==> config.mk <==
export PLATFORM = sky130hd
export DESIGN_NAME = c2p_sqrt
export DESIGN_NICKNAME = d
export VERILOG_FILES = /design/src/rtl/core/cartesian_to_polar_angle_units_defines.svh /design/src/rtl/core/c2p_pkg.sv /design/src/rtl/core/c2p_sqrt.sv
export SDC_FILE = /design/constraint.sdc
export NUM_CORES = 1
export LEC_CHECK = 0
export BUFFER_PORTS_ARGS = -buffer_cell sky130_fd_sc_hd__buf_4
export CAP_MARGIN = 20
export CORE_MARGIN = 8
export CORE_UTILIZATION = 45
export CTS_BUF_LIST = sky130_fd_sc_hd__clkbuf_8
export DETAILED_ROUTE_END_ITERATION = 8
export HOLD_SLACK_MARGIN = 0.02
export REMOVE_ABC_BUFFERS = 1
export SETUP_SLACK_MARGIN = 0.3
export SLEW_MARGIN = 0
export SYNTH_ARGS = -nofsm -noshare
export SYNTH_HDL_FRONTEND = slang
export SYNTH_SLANG_ARGS = --single-unit
==> constraint.sdc <==
create_clock -name i_clk -period 6 [get_ports i_clk]
set_input_delay 0.3 -clock i_clk [delete_from_list [all_inputs] [get_ports i_clk]]
set_output_delay 0.3 -clock i_clk [all_outputs]
set_load 0.01 [all_outputs]
==> src/rtl/core/cartesian_to_polar_angle_units_defines.svh <==
// Assertion macros for the cartesian to polar block
`ifndef CARTESIAN_TO_POLAR_ANGLE_UNITS_DEFINES_SVH
`define CARTESIAN_TO_POLAR_ANGLE_UNITS_DEFINES_SVH
// assert a property on the rising clock, quiet during reset
`define C2P_ASSERT(lbl, clk, rst_n, prop, msg) \
    lbl: assert property (@(posedge clk) disable iff (!rst_n) (prop)) else $error(msg);
// assert that a condition implies a later one in the next cycle
`define C2P_ASSERT_NEXT(lbl, clk, rst_n, pre, post, msg) \
    lbl: assert property (@(posedge clk) disable iff (!rst_n) (pre) |=> (post)) else $error(msg);
`endif

==> src/rtl/core/c2p_pkg.sv <==
// ----------------------------------------------------------------------------
// c2p_pkg
// Shared widths, constants and the arctangent table of the cartesian to polar
// pipeline.
// ----------------------------------------------------------------------------
`default_nettype none
package c2p_pkg;
    localparam int CW      = 16;
    localparam int NSTG    = 20;
    localparam int GUARD   = 58 - CW;
    localparam int RW      = CW + 2;
    localparam int VW      = CW + GUARD + 3;
    localparam int ACW     = 34;
    localparam int SQW     = 2 * CW + 1;
    localparam int SQRW    = CW + 1;

    localparam logic [31:0] TURN_QUARTER = 32'h4000_0000;
    localparam logic [31:0] TURN_EIGHTH  = 32'h2000_0000;
    localparam logic [31:0] TURN_HALF    = 32'h8000_0000;

    typedef enum logic [1:0] {
        K_ZERO  = 2'd0,
        K_AXIS  = 2'd1,
        K_DIAG  = 2'd2,
        K_CORD  = 2'd3
    } t_kind;

    typedef struct packed {
        t_kind      kind;
        logic       swap;
        logic       xneg;
        logic       yneg;
    } t_octant;

    function automatic logic [31:0] atan_lut(input int i);
        logic [31:0] t [0:31];
        t = '{32'd536870912, 32'd316933406, 32'd167458907, 32'd85004756,
              32'd42667331, 32'd21354465, 32'd10679838, 32'd5340245,
              32'd2670163, 32'd1335087, 32'd667544, 32'd333772, 32'd166886,
              32'd83443, 32'd41722, 32'd20861, 32'd10430, 32'd5215, 32'd2608,
              32'd1304, 32'd652, 32'd326, 32'd163, 32'd81, 32'd41, 32'd20,
              32'd10, 32'd5, 32'd3, 32'd1, 32'd1, 32'd0};
        return t[i];
    endfunction

    // unsigned angle of the octant result to the clockwise bearing
    function automatic logic [9:0] to_bearing(input logic [31:0] t0, input t_octant o);
        logic [31:0] th;
        logic [31:0] b;
        if (!o.xneg && !o.yneg) th = t0;
        else if (o.xneg && !o.yneg) th = TURN_HALF - t0;
        else if (o.xneg) th = TURN_HALF + t0;
        else th = 32'd0 - t0;
        b = TURN_QUARTER - th;
        return b[31:22];
    endfunction

    function automatic logic [31:0] octant_angle(input logic [ACW-1:0] acc,
                                                 input t_octant o);
        logic [31:0] a;
        if ($signed(acc) < 34'sd1) a = 32'd1;
        else if ($signed(acc) > $signed({2'b00, TURN_EIGHTH - 32'd1}))
            a = TURN_EIGHTH - 32'd1;
        else a = acc[31:0];
        case (o.kind)
            K_ZERO:  octant_angle = 32'd0;
            K_AXIS:  octant_angle = TURN_QUARTER;
            K_DIAG:  octant_angle = TURN_EIGHTH;
            default: octant_angle = o.swap ? TURN_QUARTER - a : a;
        endcase
    endfunction
endpackage
`default_nettype wire

==> src/rtl/core/c2p_sqrt.sv <==
// ----------------------------------------------------------------------------
// c2p_sqrt
// Pipelined restoring square root, one result bit per stage, with a
// valid bit carried alongside.
// ----------------------------------------------------------------------------
`default_nettype none
module c2p_sqrt
    import c2p_pkg::*;
(
    input  wire logic              i_clk,
    input  wire logic              i_rst_n,
    input  wire logic              i_adv,
    input  wire logic              i_valid,
    input  wire logic [SQW-1:0]    i_sq,
    output logic                   o_valid,
    output logic [SQRW-1:0]        o_root
);
    localparam int NB = SQRW;

    logic [NB:0]       r_vld;
    logic [SQW+1:0]    r_rem  [0:NB];
    logic [SQRW-1:0]   r_root [0:NB];
    logic [SQW:0]      r_num  [0:NB];

    always_ff @(posedge i_clk) begin
        if (!i_rst_n) begin
            r_vld <= '0;
        end else if (i_adv) begin
            r_vld <= {r_vld[NB-1:0], i_valid};
        end
    end

    always_ff @(posedge i_clk) begin
        if (i_adv) begin
            r_rem[0]  <= '0;
            r_root[0] <= '0;
            r_num[0]  <= {1'b0, i_sq};
        end
    end

    for (genvar s = 0; s < NB; s++) begin : g_bit
        logic [SQW+1:0] n_rem;
        logic [SQW+1:0] n_trial;
        always_comb begin
            n_rem   = {r_rem[s][SQW-1:0],
                       r_num[s][2*(NB-1-s)+1],
                       r_num[s][2*(NB-1-s)]};
            n_trial = (SQW+2)'({r_root[s], 2'b01});
        end
        always_ff @(posedge i_clk) begin
            if (i_adv) begin
                r_num[s+1] <= r_num[s];
                if (n_rem >= n_trial) begin
                    r_rem[s+1]  <= n_rem - n_trial;
                    r_root[s+1] <= {r_root[s][SQRW-2:0], 1'b1};
                end else begin
                    r_rem[s+1]  <= n_rem;
                    r_root[s+1] <= {r_root[s][SQRW-2:0], 1'b0};
                end
            end
        end
    end

    assign o_valid = r_vld[NB];
    assign o_root  = r_root[NB];
endmodule
`default_nettype wire

==> results of run 1 <==
sequential cells by signal (all words and copies together), names as in the netlist:
register  cells
r_vld        18
r_root      153
r_num       305
r_rem       475
synth_stat cells (59+ instances only):
library cell,n,area (µm²)
nor2_1,220,826
xnor2_1,175,1530
nand2_1,224,841
nor3_1,135,676
a21o_1,63,473
nand3_1,73,365
clkbuf_1,59,221
xor2_1,213,1870
nor4_1,75,469
o21ai_0,153,766
a21oi_1,127,636
ha_1,171,2140
inv_1,212,796
edfxtp_1,932,28000
path summary, 6_finish.rpt:
| path | start | to | cells after the start |
|---|---|---|---|
| min reg2reg | r_num[12][7] | r_num[13][7] | 0 |
| max reg2reg | r_rem[4][18] | r_rem[4][61] | 9 |
| max | r_rem[4][18] | r_rem[4][61] | 9 |
| min | i_sq[19] | r_num[0][19] | 2 |
worst max-delay path: cells and delay by family (launching register included):
family | cells | cell delay, ps
XOR/XNOR | 1 | 80
AND/OR/NAND/NOR | 6 | 2780
AO/OA/AOI/OAI | 1 | 100
buffers and inverters | 1 | 240
flip-flops | 1 | 450
power groups by stage:
stage | Combinational, W | Clock, W | Sequential (W)
2_1_floorplan | 0.00128 | 0 | 0.00844
3_3_place_gp | 0.00177 | 0 | 0.00857
3_5_place_dp | 0.00179 | 0 | 0.00858
4_1_cts | 0.00182 | 0.00544 | 0.00845
5_1_grt | 0.00203 | 0.00569 | 0.00851
6_report | 0.00181 | 0.00521 | 0.00844
per-layer routing:
layer	vias up	GRT usage	part of all wire
met5	-	0	0
met4	0	0.0833	0.049
met3	245	0.0287	0.034
met2	451	0.285	0.55
met1	12100	0.139	0.37
li1	13000	-	-
final cells by class:
class / count / area, µm²
Fill cell: 8494 / 48300
Sequential cell: 951 / 28400
Multi-Input combinational cell: 2170 / 14700
Clock buffer: 165 / 2270
Tap cell: 1287 / 1610
Timing Repair Buffer: 120 / 1030
Inverter: 213 / 800
Clock inverter: 114 / 617
Antenna cell: 1 / 2.50
stage by stage:
step / power [W] / hold WS, ps / worst slack (ps) / util
after floorplan: 0.00972 / 399 / 1990 / -
after global placement: 0.0103 / 400 / 2110 / 0.472
after detailed placement: 0.0104 / 405 / 2100 / 0.472
after CTS: 0.0157 / 83.9 / 2090 / 0.505
after global routing: 0.0162 / 132 / 1800 / 0.505
final: 0.0155 / 214 / 2100 / 0.505
kinds of logic (layout without fill, tap and decap cells):
logic type / count (synthesis) / in the layout / synth area share
fa+ha+maj: 171 / 171 / 0.0485
compound gates: 486 / 486 / 0.0683
simple gates: 1091 / 1091 / 0.130
mux: 34 / 34 / 0.00809
flops: 951 / 951 / 0.643
xor+xnor: 388 / 388 / 0.0771
other cells: 0 / 1 / 0
buf+inv: 281 / 612 / 0.0243
timing repair:
item                       4_1_cts  5_1_grt
hold buffers                    39        0
hold endpoints to repair        85        0
setup endpoints to repair        0        0
resized for setup                0        0
buffers inserted                 0        0
==> run summary, run 1 <==
grt ovf - 0
Slew Limit Headroom - 0.304
Worst-path clk slew - 60 ps
Area growth, synth to finish - 12.0%
Final ANT Viol Nets - 0
routed len/inst - 15.9 µm
Seq/Total Area, Yosys - 0.643
combinational power share - 0.117
Max FO, Critical Path - 19
vias per cell - 5.14
final setup TNS - 0 ps
WP data required - 6530 ps
ys flop type - edfxtp_1
gr usage total - 0.145
Setup crit end kind - flip-flop
R2R Setup Slk - 2100 ps
mapped cell area - 44100 µm²
port bufs - 54
# setup viols final - 0
row count - 115
Layout Nets - 3823
Clk pwr share - 0.337
number of cells in the design after placement - 4701
most frequent cells in the layout - 932 x edfxtp_1, 253 x inv_1, 224 x nand2_1, 220 x nor2_1, 213 x xor2_1
RSZ-0062 raised after global routing - no
number of global-route vias before repair - 26000
crit-path cells - or4_1, nor4b_2, nand3_1, or3_1, nor3_2, a211oi_1, buf_4, nand4_1, xnor2_1
count of pins over their slew limit - 0
internal cell power - 0.0115 W
async set-or-reset flop fraction in the synthesized netlist - 0
clk_lat worst skew - 810 ps
via count - 25800
Final Non-Filler Cells - 5021
sequential share of power - 0.546
Starting Density - 0.451
skew final - 35.7 ps
Yosys warnings - 0
HPWL after DPL - 56700 µm
CTS root buffer - clkbuf_8
drt pass-1 iters - 5
largest net degree at the start of global routing - 204
die area - 108000 µm²
routability cong. - 0.917
status - finished clean
Crit Path Class - reg -> reg
fmax - 256 MHz
share of layout cells above drive strength 1 - 0.0956
max cap viols - 0
initial antenna violation count - 1
core area - 97700 µm²
IO Count - 55
CTS sink cnt - 951
Max rail drop VDD - 0.238 mV
Synth Instances - 3402
TritonCTS clock tree - yes
commonest non-fill, non-tap cell in the layout - edfxtp_1
sw frac - 0.253
Syn Area/Cell - 13.0 µm²
final hold vios - 0
P_leak - 18.4 nW
die width - 329 µm
first-pass GRT wire length - 127000 µm
total length of routed wires - 79800 µm
HP Class - in -> reg
min cycle time layout - 3900 ps
Yosys reg bits - 951
CP max stage cell - nor3_2
CTS buffer count - 159
Residual DRC - 0
clk buf depth - 3
Switching Power - 0.00391 W
chip height - 329 µm
Worst-Margin Slew - 1040 ps
Final period util - 0.651
count of different cell masters after synthesis - 81
Initial DRC Count - 1112
H-tree levels - 4
pwr/cell area - 313 nW/µm²
cell area after layout - 49400 µm²
critical path's largest stage delay - 800 ps
startpoint types - flip-flop
EDFF count, synth - 932
WP data arrival - 4430 ps
dpl cell area - 46100 µm²
(Power assumes the default switching activity.)
==> run 2: changes to the inputs <==
==> constraint.sdc (replaced) <==
create_clock -name i_clk -period 3.6 [get_ports i_clk]
set_input_delay 0.18 -clock i_clk [delete_from_list [all_inputs] [get_ports i_clk]]
set_output_delay 0.18 -clock i_clk [all_outputs]
set_load 0.01 [all_outputs]
==> run 2 against run 1 <==
- combinational power increased by 75%
- cell count increased by 2.1%
- core utilization increased by 1.1 points
- global-route usage increased by 0.36 points
- non-clock buffer count increased by 106
- sequential share of layout area decreased by 1.2 points
- sequential power increased by 67%
- routed wire length increased by 2.2%
- register-to-register slack got worse by 1800 ps
- critical path depth decreased by 1
- cell area increased by 2.1%
- worst hold slack got worse by 72 ps
- critical path type unchanged
==> run summary, run 2 (synthesized netlist as in run 1, its figures left out) <==
Worst-path clk slew - 60 ps
Residual DRC - 0
commonest non-fill, non-tap cell in the layout - edfxtp_1
Worst-Margin Slew - 1050 ps
cell area after layout - 50400 µm²
Slew Limit Headroom - 0.303
Final Util - 0.516
chip height - 329 µm
port bufs - 54
IO Count - 55
grt ovf - 0
HP Class - in -> reg
count of pins over their slew limit - 0
routability cong. - 0.879
share of layout cells above drive strength 1 - 0.118
Layout Nets - 3929
Final Power - 0.0259 W
HPWL after DPL - 58700 µm
Clk pwr share - 0.335
# setup viols final - 0
WHS - 142 ps
Switching Power - 0.00660 W
Detail Route met2 WL - 44800 µm
final hold vios - 0
RSZ-0062 raised after global routing - yes
clk buf depth - 3
Final ANT Viol Nets - 0
met3 WL - 2670 µm
Top Layer Used - met4
vias per cell - 5.10
gr usage total - 0.149
die width - 329 µm
largest registers - r_rem: 475 flops, r_num: 305 flops, r_root: 153 flops
first-pass GRT wire length - 130000 µm
via count - 26200
largest reg by FF count - r_rem
CTS root buffer - clkbuf_8
number of global-route vias before repair - 26500
status - finished clean
sw frac - 0.255
core area - 97700 µm²
max cap viols - 0
drt pass-1 iters - 5
H-tree levels - 4
combinational power share - 0.122
CTS buffer count - 159
M1 WL - 29500 µm
pwr/cell area - 514 nW/µm²
internal cell power - 0.0193 W
initial antenna violation count - 2
TritonCTS clock tree - yes
max reg flops - 475
min cycle time layout - 3260 ps
WP data required - 4150 ps
number of cells in the design after placement - 4765
Setup crit end kind - flip-flop
CTS sink cnt - 951
Max rail drop VDD - 0.321 mV
Final period util - 0.906
Crit Path Class - reg -> reg
total length of routed wires - 81500 µm
routed len/inst - 15.9 µm
row count - 115
startpoint types - flip-flop
fmax - 307 MHz
P_leak - 18.9 nW
clk_lat worst skew - 820 ps
die area - 108000 µm²
Final Non-Filler Cells - 5128
fillers - 8371
dpl cell area - 46600 µm²
most frequent cells in the layout - 932 x edfxtp_1, 256 x inv_1, 224 x nand2_1, 220 x nor2_1, 213 x xor2_1
Multi-input gate area - 14800 µm²
skew final - 35.9 ps
Starting Density - 0.451
Max FO, Critical Path - 8
Initial DRC Count - 1210
largest net degree at the start of global routing - 142
WP data arrival - 3810 ps
Area growth, synth to finish - 14.3%
sequential share of power - 0.543
register area - 28400 µm²
-- run 2: changes by cell type in the layout (fill, tap and decap cells not counted), moves of 3 or more --
| cell | delta |
|---|---|
| clkinv_8 | +3 |
| buf_4 | +74 |
| or4_4 | +3 |
| or4_1 | -3 |
| dlygate4sd3_1 | +29 |
| clkbuf_8 | -4 |
| clkinvlp_4 | -3 |
| inv_1 | +3 |
-- run 2: worst max-delay path, cell delays in order (launching register included) --
cell,delay (ps)
edfxtp_1,390
or4_4,560
or3_4,350
or3_4,340
or2_4,240
or4_4,540
and4b_2,290
nor2b_4,150
xor2_1,130
-- run 2: cell type report --
cell class / count / area share
well taps: 1287 / 0.0319
flip-flops and latches: 951 / 0.563
repair buffers: 226 / 0.0383
diodes: 2 / 0.0000993
multi-input cells: 2170 / 0.294
clock buffers: 161 / 0.0440
clock inverters: 118 / 0.0134
inverters: 213 / 0.0159
-- run 2: power groups by stage --
stage                     clock network (W)  registers, W  logic (W)
after CTS                           0.00905        0.0141    0.00317
after global placement                    0        0.0143    0.00306
after floorplan                           0        0.0141    0.00214
after global routing                0.00948        0.0142    0.00356
after detailed placement                  0        0.0143    0.00308
final                               0.00867        0.0141    0.00316
-- run 2: path summary, 6_finish.rpt --
path / startpoint / end / slack (ps) / depth (start not counted)
worst min register to register: r_num[4][13] / r_num[5][13] / 410 / 0
worst max register to register: r_rem[3][44] / r_rem[4][32] / 340 / 8
worst min-delay path: i_sq[31] / r_num[0][31] / 140 / 2
worst max-delay path: r_rem[3][44] / r_rem[4][32] / 340 / 8
-- run 2: metal layers --
layer,vias up,track usage
met2,453,0.292
met3,243,0.0298
met4,0,0.0884
met5,-,0
li1,13200,-
met1,12300,0.142
-- run 2: metrics by stage --
stage | worst slack [ps] | setup TNS [ps]
after detailed placement | 186 | 0
after CTS | 293 | 0
after floorplan | -407 | -6250
after global routing | 265 | 0
after global placement | 187 | 0
final | 338 | 0
-- run 2: what timing repair did --
action / 4_1_cts / 5_1_grt
buffers inserted: 4 / 9
endpoints found under the setup margin: 10 / 88
pin swaps: 1 / 3
gates resized for setup: 3 / 29
hold endpoints to repair: 146 / 0
hold buffers: 68 / 0
